--- src/design/mexp_pkg.sv ---
// Shared constants and types for the modular exponentiation block.
// No dependencies; imported by every module of the block.
package mexp_pkg;

  // Port width of the data fields and default datapath width
  localparam int FIELD_W   = 32;
  localparam int DEF_WIDTH = 32;

  // Reset contents of the configuration registers
  localparam logic [FIELD_W-1:0] MODULUS_RESET = 32'd14;
  localparam logic [FIELD_W-1:0] PRIV_EXP_RESET = 32'd11;

  // Configuration register map
  localparam int CFG_IDX_W = 1;
  typedef enum logic [CFG_IDX_W-1:0] {
    CFG_MODULUS  = 1'b0,
    CFG_PRIV_EXP = 1'b1
  } cfg_index_t;

  // Request kinds
  localparam logic REQ_ENCRYPT = 1'b0;
  localparam logic REQ_DECRYPT = 1'b1;

  // Exponentiation sequencer states
  typedef enum logic [3:0] {
    ST_IDLE   = 4'b0001,
    ST_REDUCE = 4'b0010,
    ST_SQUARE = 4'b0100,
    ST_MULT   = 4'b1000
  } state_t;

endpackage

--- src/design/mexp_mulmod.sv ---
// Bit-serial modular multiplier: p = (a * b) mod n, one bit of b per cycle.
// Depends on mexp_pkg for the default width. Requires a < n and n >= 2.
module mexp_mulmod import mexp_pkg::*; #(
  parameter int W = DEF_WIDTH
) (
  input  logic         clk,
  input  logic         rst,
  input  logic         start,
  input  logic [W-1:0] a,
  input  logic [W-1:0] b,
  input  logic [W-1:0] n,
  output logic         done,
  output logic [W-1:0] p
);

  localparam int CW = $clog2(W + 1);
  localparam int TW = W + 2;

  logic          running;
  logic [CW-1:0] cnt;
  logic [W-1:0]  acc;
  logic [W-1:0]  acc_next;
  logic [W-1:0]  a_r;
  logic [W-1:0]  bsh;
  logic [TW-1:0] t;
  logic [TW-1:0] n1;
  logic [TW-1:0] n2;

  // Double the accumulator, add a when the bit is set, fold back below n
  always_comb begin
    n1 = {2'b00, n};
    n2 = {1'b0, n, 1'b0};
    t  = {1'b0, acc, 1'b0} + (bsh[W-1] ? {2'b00, a_r} : {TW{1'b0}});
    if (t >= n2) begin
      acc_next = W'(t - n2);
    end else if (t >= n1) begin
      acc_next = W'(t - n1);
    end else begin
      acc_next = W'(t);
    end
  end

  // Sequence the bit count and flag completion
  always_ff @(posedge clk) begin
    if (rst) begin
      running <= 1'b0;
      done    <= 1'b0;
      cnt     <= '0;
    end else begin
      done <= 1'b0;
      if (start) begin
        running <= 1'b1;
        cnt     <= CW'(W);
      end else if (running) begin
        cnt <= cnt - CW'(1);
        if (cnt == CW'(1)) begin
          running <= 1'b0;
          done    <= 1'b1;
        end
      end
    end
  end

  // Load operands, then shift the multiplier bits out top first
  always_ff @(posedge clk) begin
    if (start) begin
      acc <= '0;
      a_r <= a;
      bsh <= b;
    end else if (running) begin
      acc <= acc_next;
      bsh <= {bsh[W-2:0], 1'b0};
    end
  end

  assign p = acc;

  // A new operation never lands on one in flight
  a_start_idle: assert property (@(posedge clk) disable iff (rst) start |-> !running)
    else $error("multiplier started while running");
  // Completion is flagged only as the last bit retires
  a_done_end: assert property (@(posedge clk) disable iff (rst)
    done |-> $past(running) && !running)
    else $error("multiplier done without a finishing step");

endmodule

--- src/design/mexp_engine.sv ---
// Square-and-multiply sequencer: reduces the base, then scans the exponent.
// Depends on mexp_pkg and drives one shared mexp_mulmod.
module mexp_engine import mexp_pkg::*; #(
  parameter int W = DEF_WIDTH
) (
  input  logic         clk,
  input  logic         rst,
  input  logic         start,
  input  logic [W-1:0] msg,
  input  logic [W-1:0] ex,
  input  logic [W-1:0] n,
  output logic         done,
  output logic [W-1:0] res
);

  localparam int KW = $clog2(W + 1);

  state_t        state;
  logic          mul_go;
  logic [W-1:0]  mul_a;
  logic [W-1:0]  mul_b;
  logic          mul_done;
  logic [W-1:0]  mul_p;
  logic [W-1:0]  base;
  logic [W-1:0]  exs;
  logic [KW-1:0] k;

  mexp_mulmod #(.W(W)) u_mulmod (
    .clk   (clk),
    .rst   (rst),
    .start (mul_go),
    .a     (mul_a),
    .b     (mul_b),
    .n     (n),
    .done  (mul_done),
    .p     (mul_p)
  );

  // Walk reduce, then square and optional multiply per exponent bit; n < 2 gives 0
  always_ff @(posedge clk) begin
    if (rst) begin
      state  <= ST_IDLE;
      mul_go <= 1'b0;
      done   <= 1'b0;
    end else begin
      mul_go <= 1'b0;
      done   <= 1'b0;
      unique case (state)
        ST_IDLE: begin
          if (start) begin
            exs <= ex;
            k   <= KW'(W);
            if (n < W'(2)) begin
              res  <= '0;
              done <= 1'b1;
            end else begin
              // base mod n as 1 * msg mod n
              mul_a  <= W'(1);
              mul_b  <= msg;
              mul_go <= 1'b1;
              state  <= ST_REDUCE;
            end
          end
        end
        ST_REDUCE: begin
          if (mul_done) begin
            base   <= mul_p;
            mul_a  <= W'(1);
            mul_b  <= W'(1);
            mul_go <= 1'b1;
            state  <= ST_SQUARE;
          end
        end
        ST_SQUARE, ST_MULT: begin
          if (mul_done) begin
            if (state == ST_SQUARE && exs[W-1]) begin
              mul_a  <= mul_p;
              mul_b  <= base;
              mul_go <= 1'b1;
              state  <= ST_MULT;
            end else begin
              // advance to the next exponent bit
              exs <= {exs[W-2:0], 1'b0};
              k   <= k - KW'(1);
              if (k == KW'(1)) begin
                res   <= mul_p;
                done  <= 1'b1;
                state <= ST_IDLE;
              end else begin
                mul_a  <= mul_p;
                mul_b  <= mul_p;
                mul_go <= 1'b1;
                state  <= ST_SQUARE;
              end
            end
          end
        end
        default: begin
          state <= ST_IDLE;
        end
      endcase
    end
  end

  // Multiplier launches only from a working state
  a_go_busy: assert property (@(posedge clk) disable iff (rst)
    mul_go |-> state != ST_IDLE)
    else $error("multiply launched while idle");

endmodule

--- src/design/modular_exponentiation.sv ---
// Top level of the modular exponentiation block: config registers, request
// capture and the output word register. Depends on mexp_pkg, mexp_engine.
//
// Computes message^e mod modulus, with e the request's public_exponent for an
// encrypt word and the private_exponent register for a decrypt word; a zero
// exponent gives 1 and a modulus below 2 gives 0. One request is in work at a
// time. All arithmetic runs through one bit-serial modular multiplier; a
// request needs one product to reduce the message plus one square per
// exponent bit and one multiply per set bit. A modulus below 2 skips the
// multiplier, and its word goes from the engine's result register through
// the pending flag into the output register. A finished word waits in an
// output register, and the next request is taken once the previous result
// has moved there. Write configuration only while idle.
module modular_exponentiation import mexp_pkg::*; #(
  parameter int WIDTH = DEF_WIDTH
) (
  input  logic                 clk,
  input  logic                 rst,
  // request channel
  input  logic                 req_valid,
  output logic                 req_ready,
  input  logic                 req_type,
  input  logic [FIELD_W-1:0]   message,
  input  logic [FIELD_W-1:0]   public_exponent,
  // result channel
  output logic                 result_valid,
  input  logic                 result_ready,
  output logic [FIELD_W-1:0]   result,
  // configuration channel
  input  logic                 cfg_valid,
  output logic                 cfg_ready,
  input  logic [CFG_IDX_W-1:0] cfg_index,
  input  logic [FIELD_W-1:0]   cfg_data
);

  logic [WIDTH-1:0] modulus;
  logic [WIDTH-1:0] private_exponent;
  logic             busy;
  logic             pend;
  logic             accept;
  logic [WIDTH-1:0] ex_sel;
  logic             eng_done;
  logic [WIDTH-1:0] eng_res;

  assign cfg_ready = 1'b1;
  assign req_ready = !busy;
  assign accept    = req_valid && req_ready;
  assign ex_sel    = (req_type == REQ_DECRYPT) ? private_exponent : WIDTH'(public_exponent);

  // Hold the configuration registers
  always_ff @(posedge clk) begin
    if (rst) begin
      modulus          <= WIDTH'(MODULUS_RESET);
      private_exponent <= WIDTH'(PRIV_EXP_RESET);
    end else if (cfg_valid && cfg_ready) begin
      unique case (cfg_index)
        CFG_MODULUS:  modulus          <= WIDTH'(cfg_data);
        CFG_PRIV_EXP: private_exponent <= WIDTH'(cfg_data);
        default: ;
      endcase
    end
  end

  mexp_engine #(.W(WIDTH)) u_engine (
    .clk   (clk),
    .rst   (rst),
    .start (accept),
    .msg   (WIDTH'(message)),
    .ex    (ex_sel),
    .n     (modulus),
    .done  (eng_done),
    .res   (eng_res)
  );

  // Track the request in work and move its word into the output register
  always_ff @(posedge clk) begin
    if (rst) begin
      busy         <= 1'b0;
      pend         <= 1'b0;
      result_valid <= 1'b0;
    end else begin
      if (accept) begin
        busy <= 1'b1;
      end
      if (eng_done) begin
        pend <= 1'b1;
      end
      if (pend && (!result_valid || result_ready)) begin
        result_valid <= 1'b1;
        pend         <= 1'b0;
        busy         <= 1'b0;
      end else if (result_valid && result_ready) begin
        result_valid <= 1'b0;
      end
    end
  end

  // Load the output word
  always_ff @(posedge clk) begin
    if (pend && (!result_valid || result_ready)) begin
      result <= FIELD_W'(eng_res);
    end
  end

  // The engine finishes only work that was accepted
  a_done_busy: assert property (@(posedge clk) disable iff (rst) eng_done |-> busy && !pend)
    else $error("engine finished with no request in work");
  // An accepted request keeps the input side closed
  a_accept_busy: assert property (@(posedge clk) disable iff (rst) accept |=> busy)
    else $error("request accepted but block not busy");
  // A waiting word always belongs to a request in work
  a_pend_busy: assert property (@(posedge clk) disable iff (rst) pend |-> busy)
    else $error("pending word with block idle");

endmodule
--- config.mk ---
export PLATFORM = sky130hd
export DESIGN_NAME = modular_exponentiation
export DESIGN_NICKNAME = d
export VERILOG_FILES = /design/src/design/mexp_pkg.sv /design/src/design/mexp_mulmod.sv /design/src/design/mexp_engine.sv /design/src/design/modular_exponentiation.sv
export SDC_FILE = /design/constraint.sdc
export NUM_CORES = 1
export LEC_CHECK = 0
export BUFFER_PORTS_ARGS = -buffer_cell sky130_fd_sc_hd__buf_2
export CAP_MARGIN = 20
export CELL_PAD_IN_SITES_DETAIL_PLACEMENT = 1
export CELL_PAD_IN_SITES_GLOBAL_PLACEMENT = 1
export CORE_ASPECT_RATIO = 1.25
export CORE_MARGIN = 2
export CORE_UTILIZATION = 35
export CTS_BUF_LIST = sky130_fd_sc_hd__clkbuf_4
export DETAILED_ROUTE_END_ITERATION = 16
export PLACE_DENSITY_LB_ADDON = 0.1
export SYNTH_ARGS = -nofsm -noshare
export SYNTH_HDL_FRONTEND = slang
export SYNTH_SLANG_ARGS = --single-unit
--- constraint.sdc ---
create_clock -name clk -period 7 [get_ports clk]
set_clock_uncertainty 0.05 [all_clocks]
set_input_delay 0.35 -clock clk [delete_from_list [all_inputs] [get_ports clk]]
set_output_delay 0.35 -clock clk [all_outputs]
set_load 0.005 [all_outputs]
==> results.txt <==
----------------------------------------------------
[Status]
  Run status ... complete, no violations

[Cells and area]
  Post-Layout Cell Count ... 2964
  Utilization after layout ... 0.421
  Proportion of layout cells with a drive suffix above 1 ... 0.177
  Area Overhead vs Synth ... 19.4%
  Nets@finish ... 2351
  Summed area of non-filler cells in the final layout ... 23500 um2

[Synth]
  Count of warnings emitted by yosys ... 0
  Share of cell area taken by muxes after synthesis ... 0.0655
  Part of the Yosys area used for sequential elements ... 0.514
  Fraction of post-synthesis cell area in the top cell type by area ... 0.399
  Net count of the mapped netlist ... 2072
  Async SR Flop Fraction ... 0
  Number of storage elements in the synthesis netlist ... 375
  Post-Synth XOR/XNOR Area ... 0.0404
  Number of instances in the synthesized netlist ... 1867
  Count of flip-flops with a built-in enable after synthesis ... 262
  Synthesized-area fraction occupied by ao, oa, aoi and oai cells ... 0.151
  Cell Area, Synth ... 19700 um2
  Library cells used by synthesis ... 77
  Adder and majority gate portion of the synthesized area ... 0.0659
  Largest family of logic cells by synthesized area ... compound AO/OA/AOI/OAI gates
  Mean instance size in the synthesized netlist ... 10.6 um2
  Largest cells by area after synthesis ... sky130_fd_sc_hd__edfxtp_1 40%, sky130_fd_sc_hd__dfxtp_1 11%, sky130_fd_sc_hd__ha_1 6.3%
  Area leader, netlist ... sky130_fd_sc_hd__edfxtp_1
  Top_reg_cell synth ... sky130_fd_sc_hd__edfxtp_1
  Simple-gate area share of the yosys netlist ... 0.132

[Floorplanning]
  Count of pins on the block boundary ... 138
  Die Y-Extent ... 269 um
  Die Outline Area ... 58200 um2
  Core region area ... 55800 um2
  Initial cell density of the core ... 0.353
  Cell row count ... 97
  Die W ... 216 um

[Setup path]
  Cells along the critical path ... buf_4 -> nand2_1 -> fa_1 -> nand2b_1 -> a21oi_1 -> o21ai_0 -> a21boi_0 -> a311o_1 -> a31oi_1 -> o31ai_1 -> xor2_1 -> ha_1 -> a21o_1 -> a21o_1 -> a21o_1 -> o41a_1 -> a2111o_1 -> buf_4 -> nor2_4 -> nand2_1 -> o221a_1
  Crit path top cell by count ... sky130_fd_sc_hd__a21o_1
  Worst path slowest cell ... sky130_fd_sc_hd__a21boi_0
  Worst setup EP type ... register
  Worst Reg2Reg Path Length in Cells ... 21
  R2R Path End ... u_engine.u_mulmod.p[31]
  CP top delay family ... compound AO/OA/AOI/OAI gates
  Critical path arrival ... 7.32 ns
  Sort of element at the start of the critical path ... register
  Start-to-end type of the worst setup path ... register to register
  Total buffers and inverters traversed by the critical path ... 2
  Largest fanout of any net on the critical path ... 31
  Worst endpoint required time ... 7.69 ns
  Worst stage delay on the critical path ... 0.50 ns
  R2r setup slk ... 0.36 ns
  Reg2Reg Launch Point ... u_engine.u_mulmod.bsh[31]

[Power and ir drop]
  Reg power frac ... 0.251
  Cell area power density ... 561 nW/um2
  Part of the total power dissipated in the clock network ... 0.150
  Switch share ... 0.456
  Combinational cell fraction of total power ... 0.600
  Worst vdd rail ir drop ... 0.285 mV
  Internal power ... 7.17 mW
  Net Sw Power ... 6.02 mW
  Lkg Pwr ... 9.14 nW

[Global route]
  Combined global-route utilization of all metal layers ... 0.200
  Maximum number of pins on one net before global-route repair ... 70
  First-pass GRT wire length ... 91700 um
  Antenna violations before repair ... 2
  Total global routing overflow ... 0
  Vias in the first global route ... 16500

[Placed design]
  Cell Count Post-Placement ... 2680
  Half-perimeter wire length of the detailed placement result ... 42300 um
  Placed inst area ... 21200 um2
  Placer congestion estimate ... 0.848
  Port-buffer cells ... 136

[Route]
  Remaining DRCs ... 0
  Total via count after detailed routing ... 15100
  Number of optimization iterations in the first detailed-route pass ... 5
  Routed via count divided by cell count ... 5.10
  Post-detailed-route wirelength per cell ... 19.5 um
  Number of antenna-violating nets in the routed design ... 0
  Detailed Route WL ... 57800 um
  Iter 0 DRT Violations ... 568

[Hold path]
  Startpoint of the lowest-slack hold path ... rst
  Type of the worst min-delay path ... primary input to register
  Number of cells on the worst hold path ... 3
  Destination of the worst hold path ... u_engine.u_mulmod.running

[Timing]
  Tcrit/Tclk final ... 0.948
  Fin. Hold Viols ... 0
  Transition time at the pin with the least slew margin ... 0.887 ns
  Final Max Slew Viols ... 0
  Setup Viol. Count Final ... 0
  Summed negative setup slack over all endpoints ... 0 ns
  RSZ-0062 raised after global routing ... no
  Upper clock frequency limit ... 0.151 GHz
  Crit path time final ... 6.64 ns
  Slew HR ... 0.403

[Clock network]
  Clock root buffer ... sky130_fd_sc_hd__clkbuf_4
  CTS Buffer Depth ... 3
  Clk slew on worst S/H paths ... 0.07 ns
  Post-cts gate resize count ... 0
  Clk sinks ... 375
  Setup Fix Bufs, Post-CTS ... 0
  Clock buffers created by TritonCTS ... 101
  H-tree level count ... 3
  Source-to-sink clock delay at the later pin of the worst-skew pair ... 0.85 ns
  TritonCTS clock tree ... built

[Flow run]
  Total of max-cap violations ... 0

----------------------------------------------------
[placed cells by master, fill, tap and decap left out, drive strengths merged, types with 5 or more instances in the layout]
master	synthesis	routed
clkbuf	71	159
a21o	40	40
nor3	21	21
dlygate4sd3	0	103
buf	19	162
o21a	21	21
a211oi	16	16
inv	65	69
mux2i	94	94
nor2	100	100
and3	13	13
nand3	55	55
or2	6	6
nor2b	13	13
nor4	13	13
a31oi	13	13
nand4	15	15
o211ai	12	12
clkinv	0	16
xnor2	56	56
o21ai	106	106
a2111oi	5	5
xor2	35	35
o221ai	12	12
a311o	9	9
edfxtp	262	262
a21oi	159	159
nand2b	12	12
dfxtp	113	113
o21bai	13	13
and2	70	70
mux2	31	31
nand2	225	225
ha	99	99
o22ai	6	6
[cell type report]
cell class / count / area, um2
flip-flops and latches: 375 / 10100
repair buffers: 266 / 1920
diodes: 1 / 2.50
inverters: 65 / 244
fillers: 6250 / 32300
clock buffers: 158 / 1190
well taps: 742 / 928
multi-input cells: 1337 / 9010
clock inverters: 20 / 98.8
[power by group through the flow]
stage                     clock [mW]  combinational (mW)  sequential (mW)
final                           1.98                7.91             3.30
after global routing            2.17                8.70             3.37
after CTS                       2.07                7.89             3.32
after detailed placement           0                7.81             3.35
after global placement             0                7.68             3.35
after floorplan                    0                5.78             3.19
[cells by family (layout without fill, tap and decap cells)]
family	after synthesis	in the layout
AND/OR/NAND/NOR	556	556
AO/OA/AOI/OAI	462	462
flip-flops	375	375
buffers and inverters	155	509
multiplexers	125	125
adder cells (fa/ha/maj)	102	102
XOR/XNOR	91	91
other	1	2
[state kept, by name, summed over array words and instances (netlist names), 32 cells and up]
name	count
u_engine.u_mulmod.a_r	32
u_engine.base	32
u_engine.exs	32
private_exponent	32
u_engine.mul_b	32
result	32
u_engine.u_mulmod.p	32
u_engine.u_mulmod.bsh	32
modulus	32
u_engine.res	32
u_engine.mul_a	32
[stage by stage]
step                      hold WS (ns)  setup slack [ns]  power [mW]
after floorplan                  0.350              1.85        8.96
after global placement           0.354             0.210        11.0
after detailed placement         0.355             0.175        11.2
after CTS                       0.0563             0.168        13.3
after global routing             0.121            0.0559        14.2
final                            0.145             0.363        13.2
[synthesized netlist by cell type (3+ instances only)]
cell type	number
sky130_fd_sc_hd__a311o_1	9
sky130_fd_sc_hd__a31oi_1	13
sky130_fd_sc_hd__clkbuf_1	71
sky130_fd_sc_hd__nor2b_1	13
sky130_fd_sc_hd__and2_1	70
sky130_fd_sc_hd__mux2i_1	94
sky130_fd_sc_hd__inv_1	65
sky130_fd_sc_hd__o31a_1	3
sky130_fd_sc_hd__o221ai_1	12
sky130_fd_sc_hd__buf_2	4
sky130_fd_sc_hd__edfxtp_1	262
sky130_fd_sc_hd__nand3b_1	3
sky130_fd_sc_hd__o21ai_0	104
sky130_fd_sc_hd__o22ai_1	6
sky130_fd_sc_hd__or3_1	3
sky130_fd_sc_hd__mux2_2	31
sky130_fd_sc_hd__a21o_1	40
sky130_fd_sc_hd__a211o_1	4
sky130_fd_sc_hd__nor2_1	99
sky130_fd_sc_hd__o211ai_1	12
sky130_fd_sc_hd__nor4_1	13
sky130_fd_sc_hd__nand4_1	15
sky130_fd_sc_hd__nand2b_1	11
sky130_fd_sc_hd__nand2_1	223
sky130_fd_sc_hd__and3_1	13
sky130_fd_sc_hd__ha_1	99
sky130_fd_sc_hd__o31ai_1	4
sky130_fd_sc_hd__buf_1	11
sky130_fd_sc_hd__a2111oi_0	3
sky130_fd_sc_hd__a21oi_1	158
sky130_fd_sc_hd__o211a_1	4
sky130_fd_sc_hd__o21bai_1	13
sky130_fd_sc_hd__o311a_1	4
sky130_fd_sc_hd__fa_1	3
sky130_fd_sc_hd__a211oi_1	16
sky130_fd_sc_hd__xor2_1	35
sky130_fd_sc_hd__dfxtp_1	113
sky130_fd_sc_hd__xnor2_1	56
sky130_fd_sc_hd__o21a_1	21
sky130_fd_sc_hd__or2_2	6
sky130_fd_sc_hd__nor3_1	21
sky130_fd_sc_hd__nand3_1	55
sky130_fd_sc_hd__a21boi_0	3
[worst max path at each step]
stage	startpoint	to	slack (ns)	depth (start not counted)
after CTS	u_engine.u_mulmod.bsh[31]	u_engine.u_mulmod.p[31]	0.17	20
after global placement	u_engine.u_mulmod.bsh[31]	u_engine.u_mulmod.p[31]	0.21	20
after detailed placement	u_engine.u_mulmod.bsh[31]	u_engine.u_mulmod.p[31]	0.17	20
after global routing	u_engine.u_mulmod.bsh[31]	u_engine.u_mulmod.p[31]	0.06	21
after floorplan	u_engine.u_mulmod.bsh[31]	u_engine.u_mulmod.p[31]	1.85	20
final	u_engine.u_mulmod.bsh[31]	u_engine.u_mulmod.p[31]	0.36	21
[per-layer routing]
metal / vias up / global-route usage / part of all wire
met5: - / 0 / 0.00022
met4: 2 / 0.0806 / 0.030
met3: 94 / 0.0326 / 0.035
met2: 289 / 0.338 / 0.48
met1: 7278 / 0.253 / 0.46
li1: 7439 / - / -
[what timing repair did]
item / in CTS / in global routing
hold endpoints to repair: 135 / 0
setup endpoints to repair: 0 / 0
hold buffers: 103 / 0
[worst min-delay path, cell delays in order]
cell and delay, ns:
sky130_fd_sc_hd__buf_2 0.09, sky130_fd_sc_hd__buf_4 0.35, sky130_fd_sc_hd__nor2_1 0.18
Note: power is estimated with default switching activity, not from simulation.
